<file path="src/hw/rtl/lws_ram.sv">
// ----------------------------------------------------------------------------
// lws_ram
// Generic simple dual-port RAM, one write port, one registered read port.
// ----------------------------------------------------------------------------
module lws_ram #(
  parameter int unsigned WIDTH = 8,
  parameter int unsigned DEPTH = 16,
  localparam int unsigned AW = (DEPTH > 1) ? $clog2(DEPTH) : 1
) (
  input  logic             clk,
  input  logic             wr_en,
  input  logic [AW-1:0]    wr_addr,
  input  logic [WIDTH-1:0] wr_data,
  input  logic             rd_en,
  input  logic [AW-1:0]    rd_addr,
  output logic [WIDTH-1:0] rd_data
);

  logic [WIDTH-1:0] mem [DEPTH];

  always_ff @(posedge clk) begin
    if (wr_en) begin
      mem[wr_addr] <= wr_data;
    end
    if (rd_en) begin
      rd_data <= mem[rd_addr];
    end
  end

endmodule

</file>
<file path="config.mk">
export PLATFORM = sky130hd
export DESIGN_NAME = lws_ram
export DESIGN_NICKNAME = d
export VERILOG_FILES = /design/src/hw/rtl/lws_ram.sv
export SDC_FILE = /design/constraint.sdc
export NUM_CORES = 1
export LEC_CHECK = 0
export ABC_AREA = 1
export BUFFER_PORTS_ARGS = -buffer_cell sky130_fd_sc_hd__buf_2
export CORE_UTILIZATION = 55
export DETAILED_ROUTE_END_ITERATION = 10
export PLACE_DENSITY = 0.72
export SYNTH_ARGS = -nofsm -noshare
export SYNTH_HDL_FRONTEND = slang
export SYNTH_SLANG_ARGS = --single-unit
</file>
<file path="constraint.sdc">
create_clock -name clk -period 2.4 [get_ports clk]
set_clock_uncertainty 0.2 [all_clocks]
set_input_delay 0.36 -clock clk [delete_from_list [all_inputs] [get_ports clk]]
set_output_delay 0.36 -clock clk [all_outputs]
set_load 0.01 [all_outputs]
</file>
==> results.json <==
{
  "cts_buffers": 17,
  "p_leak_nw": 2.95,
  "place_ws_ns": 0.473,
  "yosysTopAreaCell": "edfxtp_1",
  "nNetsFinal": 614,
  "cts_tree": "yes",
  "routed_via_density": 5.31,
  "antenna_found_initial": 0,
  "crit_family": "flip-flops",
  "wl_met1_um": 5360,
  "peakVddDrop_mv": 0.604,
  "placementRows": 37,
  "relSlewSlack": 0.470,
  "powerDensity_nw_per_um2": 839,
  "yosysWarnings": 0,
  "critPathRequiredTime_ns": 1.84,
  "layout-area-overhead-vs-synth_pct": 16.1,
  "drive_gt1_frac": 0.123,
  "drt_iter0_markers": 364,
  "crit_path_top_delay_cell": "edfxtp_1",
  "critPathLaunchType": "flip-flop",
  "grtUsageTotal": 0.253,
  "syn_avg_cell_area_um2": 10.6,
  "worstRegToRegCells": 6,
  "syn_inst": 551,
  "maxCapViolCount": 0,
  "clk_path_buf_depth": 2,
  "dp.cells": 711,
  "cts_root_buffer": "clkbuf_8",
  "grt_remaining_overflow": 0,
  "worst_pin_slew_ns": 0.793,
  "wl_met3_um": 1030,
  "syn_nets": 570,
  "cp.arrival_ns": 1.09,
  "yosys.area.top_type_share": 0.698,
  "clk_latency_ns": 0.53,
  "wl_met2_um": 6000,
  "worst_setup_path_end_kind": "primary output",
  "n_fill_cell": 771,
  "top_layer": "met4",
  "run_status": "finished, final reports clean",
  "path_depth": 1,
  "cpPeakStageDelay_ns": 0.40,
  "crit_chain": "buf_2",
  "setup_ws_ns": 0.750,
  "numPortBuffers": 26,
  "grt_setup_unrepaired": "false",
  "coreArea_um2": 10300,
  "path_max_fanout": 1,
  "htreeDepth": 4,
  "grt_max_degree": 65,
  "chipWidth_um": 105,
  "hold_depth": 1,
  "synthTopCellsByArea": "edfxtp_1 70%, nand2_1 11%, nand3_1 8.3%, inv_1 6.4%, buf_6 1.2%",
  "slew_violations": 0,
  "final_cells": 744,
  "wl_per_cell_um": 17.1,
  "die_height_um": 105,
  "synth_area_um2": 5850,
  "die_area_um2": 11000,
  "setup_violations": 0,
  "yosysSeqAreaShare": 0.698,
  "fmax_mhz": 606,
  "hold_viol_final": 0,
  "grt_pass1_wl_um": 20100,
  "drtPass1Iterations": 5,
  "cts_resized": 0,
  "cts_sinks": 136,
  "synth-seq-cells": 136,
  "vias": 3951,
  "num_antenna_cells": 0,
  "post-route-period-util": 0.687,
  "ant_nets": 0,
  "dp_hpwl_um": 7800,
  "ios": 27,
  "holdCritPathClass": "in -> reg",
  "cp_num_buf_inv": 1,
  "routed_wl_um": 12700,
  "setup.worst_path.class": "reg -> out",
  "synth.distinct_cells": 11,
  "setup-tns-final_ns": 0,
  "remaining_drc_errors": 0,
  "period_minus_slack_ns": 1.65,
  "start_util": 0.566,
  "clk_pin_slew_ns": 0.06,
  "gp_congestion": 0.839,
  "grt_pass1_vias": 3827
}
flip-flops by register name, indices dropped and copies added, names as in the netlist:
name / count
rd_data: 8
mem: 128
final cells by class:
| cell class | instances | area [um2] | share of cell area |
|---|---|---|---|
| clock buffer | 20 | 425 | 0.0627 |
| clock inverter | 12 | 180 | 0.0265 |
| inverter | 102 | 383 | 0.0564 |
| multi-input combinational | 289 | 1210 | 0.179 |
| sequential | 136 | 4080 | 0.602 |
| tap | 136 | 170 | 0.0251 |
| timing repair buffer | 49 | 330 | 0.0487 |
cells in the mapped netlist:
cell,number
nand2_1,173
edfxtp_1,136
inv_1,100
nand3_1,97
nor2_1,17
buf_2,13
buf_6,6
buf_4,4
inv_2,2
nand3b_1,2
buf_1,1
stage by stage:
stage	hold slack [ns]	power [mW]	cell area, um2	util
floorplan	0.259	2.93	5850	-
global placement	0.517	3.05	6170	0.598
detailed placement	0.532	3.06	6170	0.598
CTS	0.0286	5.71	6790	0.657
global route	0.0340	5.83	6790	0.657
finish	0.0281	5.69	6790	0.657
metal layers:
layer  track usage  up-vias
met4         0.115        0
met1         0.339     1857
met5             0        -
met2         0.395      200
met3        0.0593       26
li1              -     1868
layout by cell type, fill, tap and decap left out:
cell type / instances
buf_12: 2
buf_2: 26
buf_4: 20
bufinv_16: 5
clkbuf_1: 3
clkbuf_16: 16
clkbuf_8: 1
clkinv_1: 4
clkinv_2: 3
dlygate4sd3_1: 1
edfxtp_1: 136
inv_1: 100
inv_2: 2
nand2_1: 173
nand3_1: 97
nand3b_1: 2
nor2_1: 17
worst paths after layout:
path                            startpoint         end  slack, ns
worst max-delay path            rd_data[3]  rd_data[3]       0.75
worst min-delay path            wr_data[3]   mem[0][3]       0.03
worst max register to register  mem[13][4]  rd_data[4]       1.04
worst min register to register   mem[6][2]  rd_data[2]       0.56
power by group:
group | internal (mW) | switching [mW]
Combinational | 0.0980 | 0.229
Clock | 1.77 | 0.904
Sequential | 2.68 | 0.0142
cells by family after synthesis:
kind of cell	share of synthesized area
AND/OR/NAND/NOR	0.208
flip-flops	0.698
buffers and inverters	0.0939
what timing repair did:
action | CTS | global route
setup buffers | 0 | 0
hold buffers | 1 | 0
hold endpoints to repair | 8 | 0
No activity file was read; power rests on OpenSTA's default activity.
