### config.mk
export PLATFORM = sky130hd
export DESIGN_NAME = lws_front
export DESIGN_NICKNAME = d
export VERILOG_FILES = /design/src/hw/rtl/lws_pkg.sv /design/src/hw/rtl/lws_front.sv
export SDC_FILE = /design/constraint.sdc
export NUM_CORES = 1
export LEC_CHECK = 0
export ABC_AREA = 1
export BUFFER_PORTS_ARGS = -buffer_cell sky130_fd_sc_hd__buf_2
export CAP_MARGIN = 20
export CORE_AREA = 2 2 208 210
export CTS_BUF_LIST = sky130_fd_sc_hd__clkbuf_4
export DETAILED_ROUTE_END_ITERATION = 16
export DIE_AREA = 0 0 210 212
export GPL_ROUTABILITY_DRIVEN = 1
export SETUP_SLACK_MARGIN = 0.02
export SLEW_MARGIN = 20
export SYNTH_ARGS = -nofsm -noshare
export SYNTH_HDL_FRONTEND = slang
export SYNTH_SLANG_ARGS = --single-unit
export TNS_END_PERCENT = 30
### constraint.sdc
create_clock -name clk -period 9.7 [get_ports clk]
set_input_delay 0.485 -clock clk [delete_from_list [all_inputs] [get_ports clk]]
set_output_delay 0.485 -clock clk [all_outputs]
set_load 0.005 [all_outputs]
### src/hw/rtl/lws_pkg.sv
// ----------------------------------------------------------------------------
// lws_pkg
// Shared types and constants of the lookahead waypoint search block.
// ----------------------------------------------------------------------------
package lws_pkg;

  localparam int unsigned MAX_WAYPOINTS_DEF = 256;
  localparam int unsigned CFG_AW = 4;
  localparam int unsigned CFG_DW = 32;

  localparam logic [30:0] FIXED_LOOKAHEAD_RST = 31'd65536;
  localparam logic [15:0] FIXED_SPEED_RST = 16'd512;

  typedef enum logic [1:0] {
    REG_FIXED_LOOKAHEAD = 2'd0,
    REG_FIXED_SPEED     = 2'd1,
    REG_USE_TABLE_LA    = 2'd2,
    REG_USE_TABLE_SPEED = 2'd3
  } reg_idx_t;

  typedef enum logic {
    OP_LOAD  = 1'b0,
    OP_QUERY = 1'b1
  } op_t;

  typedef enum logic [2:0] {
    B_IDLE,
    B_WALK,
    B_SQRT,
    B_DONE
  } back_state_t;

  typedef struct packed {
    logic               op;
    logic signed [31:0] wp_x;
    logic signed [31:0] wp_y;
    logic        [15:0] wp_speed;
    logic        [30:0] wp_lookahead;
    logic        [15:0] wp_gain;
    logic signed [15:0] rot_xx;
    logic signed [15:0] rot_xy;
    logic signed [15:0] rot_yx;
    logic signed [15:0] rot_yy;
    logic signed [31:0] shift_x;
    logic signed [31:0] shift_y;
  } in_t;

  typedef struct packed {
    logic               found;
    logic signed [31:0] point_x;
    logic signed [31:0] point_y;
    logic        [30:0] distance;
    logic        [15:0] gain;
    logic        [15:0] speed;
  } out_t;

  typedef struct packed {
    logic signed [31:0] x;
    logic signed [31:0] y;
    logic        [15:0] speed;
    logic        [30:0] lookahead;
    logic        [15:0] gain;
  } wp_t;

  typedef struct packed {
    logic signed [15:0] rot_xx;
    logic signed [15:0] rot_xy;
    logic signed [15:0] rot_yx;
    logic signed [15:0] rot_yy;
    logic signed [31:0] shift_x;
    logic signed [31:0] shift_y;
  } xform_t;

  typedef struct packed {
    logic [30:0] fixed_lookahead;
    logic [15:0] fixed_speed;
    logic        use_table_lookahead;
    logic        use_table_speed;
  } cfg_t;

endpackage

### src/hw/rtl/lws_front.sv
// ----------------------------------------------------------------------------
// lws_front
// Accepts words, appends loads to the table, queues queries for the back end.
// ----------------------------------------------------------------------------
module lws_front #(
  parameter int unsigned MAX_WAYPOINTS = lws_pkg::MAX_WAYPOINTS_DEF,
  localparam int unsigned AW = (MAX_WAYPOINTS > 1) ? $clog2(MAX_WAYPOINTS) : 1,
  localparam int unsigned CW = $clog2(MAX_WAYPOINTS + 1)
) (
  input  logic            clk,
  input  logic            rst_n,
  input  logic            in_push,
  output logic            in_full,
  input  lws_pkg::in_t    in_data,
  output logic            wr_en,
  output logic [AW-1:0]   wr_addr,
  output lws_pkg::wp_t    wr_data,
  output logic            q_valid,
  output lws_pkg::xform_t q_xform,
  output logic [CW-1:0]   q_count,
  input  logic            q_pop
);

  logic [CW-1:0]   cnt_r, cnt_nxt;
  lws_pkg::xform_t xf_r [2];
  logic [CW-1:0]   qc_r [2];
  logic            wp_r, wp_nxt, rp_r, rp_nxt;
  logic [1:0]      fill_r, fill_nxt;
  logic            acc, push_q, is_load;

  assign in_full = (fill_r == 2'd2);
  assign acc     = in_push && !in_full;
  assign is_load = (in_data.op == lws_pkg::OP_LOAD);
  assign push_q  = acc && !is_load;

  assign wr_en   = acc && is_load && (cnt_r < CW'(MAX_WAYPOINTS));
  assign wr_addr = cnt_r[AW-1:0];
  assign wr_data = '{x: in_data.wp_x, y: in_data.wp_y, speed: in_data.wp_speed,
                     lookahead: in_data.wp_lookahead, gain: in_data.wp_gain};

  assign q_valid = (fill_r != 2'd0);
  assign q_xform = xf_r[rp_r];
  assign q_count = qc_r[rp_r];

  always_comb begin
    cnt_nxt  = wr_en ? cnt_r + CW'(1) : cnt_r;
    wp_nxt   = push_q ? !wp_r : wp_r;
    rp_nxt   = q_pop ? !rp_r : rp_r;
    fill_nxt = fill_r + 2'(push_q) - 2'(q_pop);
  end

  always_ff @(posedge clk) begin
    if (!rst_n) begin
      cnt_r  <= '0;
      wp_r   <= 1'b0;
      rp_r   <= 1'b0;
      fill_r <= 2'd0;
    end else begin
      cnt_r  <= cnt_nxt;
      wp_r   <= wp_nxt;
      rp_r   <= rp_nxt;
      fill_r <= fill_nxt;
    end
  end

  always_ff @(posedge clk) begin
    if (push_q) begin
      xf_r[wp_r] <= '{rot_xx: in_data.rot_xx, rot_xy: in_data.rot_xy,
                      rot_yx: in_data.rot_yx, rot_yy: in_data.rot_yy,
                      shift_x: in_data.shift_x, shift_y: in_data.shift_y};
      qc_r[wp_r] <= cnt_nxt;
    end
  end

endmodule

==> metrics <==
Post-DRT Antenna Nets 0; nets about 1300; Area contributors post-synth edfxtp_1 (70%), mux2_2 (13%), buf_4 (8.8%); most common cell after layout, fill and taps aside buf_2; gr ovfl total 0; Hold WC Path Type primary input to flip-flop; complex-gate fraction of the synthesized area 0.503%; Residual DRC 0; synthesized area roughly 12000 um^2; Setup crit end kind primary output; leading area contributor after synthesis edfxtp_1; worst rel slew slack roughly a third; mux contribution to synthesized area a little over an eighth; fin util about a third; Worst Path Max Fanout between 70 and 80; worst vdd ir about 0.10 mV; Root Buffer Master clkbuf_4; Placed Instance Area ~13000 um^2; R2R setup slack 6.97 ns; cells after synthesis around 670; largest family of logic cells by synthesized area multiplexers; first-pass GRT wire length 43100 um; cts hold-fix bufs 130; post-placement cell count 1353; DR iter-0 viols approximately 350; Worst path max stage delay roughly 0.98 ns; Critical Path RT roughly 9.2 ns; pin count of the biggest net entering global routing between 70 and 80; Clock Latency Late Sink about 0.74 ns; Die Height roughly 210 um; Worst setup SP type flip-flop; critical path type flip-flop to primary output; hold path cells 5; final cell count without fillers about 1600; # IOs about 540; Worst Max-Slew Pin Slew approximately 1 ns; CP max stage cell dfxtp_4; Final Hold Viols 0; post-synth top area share approximately 70%; YS warnings 0; critical path, cell by cell buf_4, mux2_2, buf_2; routability cong. 0.710; Final Skew 0.0409 ns; Yosys reg bits 288; Sink Count 288; Area growth syn-to-layout 27.8%; Synth Area in Simple Gates ~2.3%; via count about 6700; Wirelength per Cell around 19 um; Port Buffer Count between 200 and 300; post-cts repair resize count 0; die width approximately 210 um; setup_tns 0 ns; most frequent cells in the layout buf_2 (280), edfxtp_1 (274), mux2_2 (137); status finished clean; distinct cell type count after synthesis 23; crit path time final 3.82 ns; Peak Freq 0.262 GHz; max_cap viols 0; total power between 2 and 3 mW; final worst-path cycle share about two fifths; power density over the cells ~190 nW/um^2; H-tree lvl count 3; leakage approximately 5.7 nW; Avg Inst Size Synth between 15 and 20 um^2; Die ar. 44500 um^2; maximum clock path buffer count 3; vias per cell ~4.1; post-synthesis sequential area ratio between 70 and 80%; setup bufs post-CTS 0; core area between 40000 and 50000 um^2; RSZ-0062 raised after global routing no; Detailed Route WL 30600 um; Initial Util 27.5%; CTS tree done; fraction of the mapped netlist area in adder cells less than 1%; Synthesized Nets between 900 and 1000; 1st-pass router iterations 4; CTS clk-pin slew, worst paths ~0.06 ns; antenna violations before repair 2; final non-filler cell area approximately 15000 um^2; crit path DAT 3.33 ns; GRT Util Overall a little over an eighth; fraction of final layout cells sized beyond drive strength 1 52.0%; vias in the first global route 7201; FF-to-FF path depth 5; Slew Limit Fails 0; Setup violations, final 0; post-DP HPWL 20600 um; XOR/XNOR share of the synthesized area less than 1%; Rows 76; CTS Buf Count 79
## cell usage after synthesis
| master | number |
|---|---|
| edfxtp_1 | 274 |
| buf_4 | 137 |
| mux2_2 | 137 |
| nand2_1 | 33 |
| inv_1 | 19 |
| buf_6 | 14 |
| dfxtp_1 | 14 |
| nor2_1 | 13 |
| a21oi_1 | 6 |
| nand3_1 | 4 |
| xnor2_1 | 4 |
| o21ai_0 | 3 |
| ha_1 | 2 |
| nand2_2 | 2 |
| nand4_1 | 2 |
| nor2_2 | 2 |
| clkinv_1 | 1 |
| nand3_2 | 1 |
| nand3b_1 | 1 |
| nor2_4 | 1 |
| o21ai_1 | 1 |
| o21ai_2 | 1 |
| or2_2 | 1 |
## final cells by class
type,instances,area [um^2]
diodes,1,2.50
fillers,4111,27600
inverters,20,75.1
well taps,546,683
multi-input cells,214,1940
repair buffers,415,2740
flip-flops and latches,288,8510
clock inverters,19,103
clock buffers,118,886
## metal layers
metal | GRT usage [%] | share of wire [%] | vias to the layer above | wire length, um
met5 | 1.67 | 0.23 | - | 71
met4 | 7.51 | 3.9 | 4 | 1200
met3 | 10.5 | 16 | 89 | 4890
met2 | 20.6 | 46 | 387 | 14000
met1 | 12.5 | 34 | 3157 | 10400
li1 | - | - | 3065 | -
## kinds of logic (layout without fill, tap and decap cells)
family                   Yosys count  in the layout
AO/OA/AOI/OAI                     11             11
XOR/XNOR                           4              4
adder cells (fa/ha/maj)            2              2
buffers and inverters            171            572
flip-flops                       288            288
multiplexers                     137            137
other                              0              1
AND/OR/NAND/NOR                   60             60
## per-stage QoR
stage	hold slack, ns	setup slack (ns)
global placement	0.493	6.62
CTS	0.105	5.72
floorplan	0.459	2.68
detailed placement	0.512	6.60
finish	0.231	5.88
global route	0.152	5.59
## sequential cells by signal (all words and copies together) (netlist names), named ones only
signal	cells
xf_r	256
qc_r	18
fill_r	2
rp_r	1
cnt_r	9
wp_r	1
## critical path, delay by kind of cell, from the launching register on
kind	cells	cell delay (ns)
buffers and inverters	2	1.04
DFF	1	0.98
muxes	1	0.46
## path summary, 6_finish.rpt
| path | startpoint | to |
|---|---|---|
| max | flip-flop | q_xform[89] |
| min reg2reg | rp_r | rp_r |
| min | in_push | cnt_r[0] |
| max reg2reg | fill_r[0] | xf_r[1][35] |
## where the power goes
group	total, mW	leakage [nW]	internal, mW	switching (mW)
Sequential	1.45	2.62	1.42	0.0237
Clock	1.07	0.600	0.580	0.492
Combinational	0.282	2.45	0.155	0.128
Total	2.80	5.68	2.16	0.644
(Power assumes the default switching activity.)
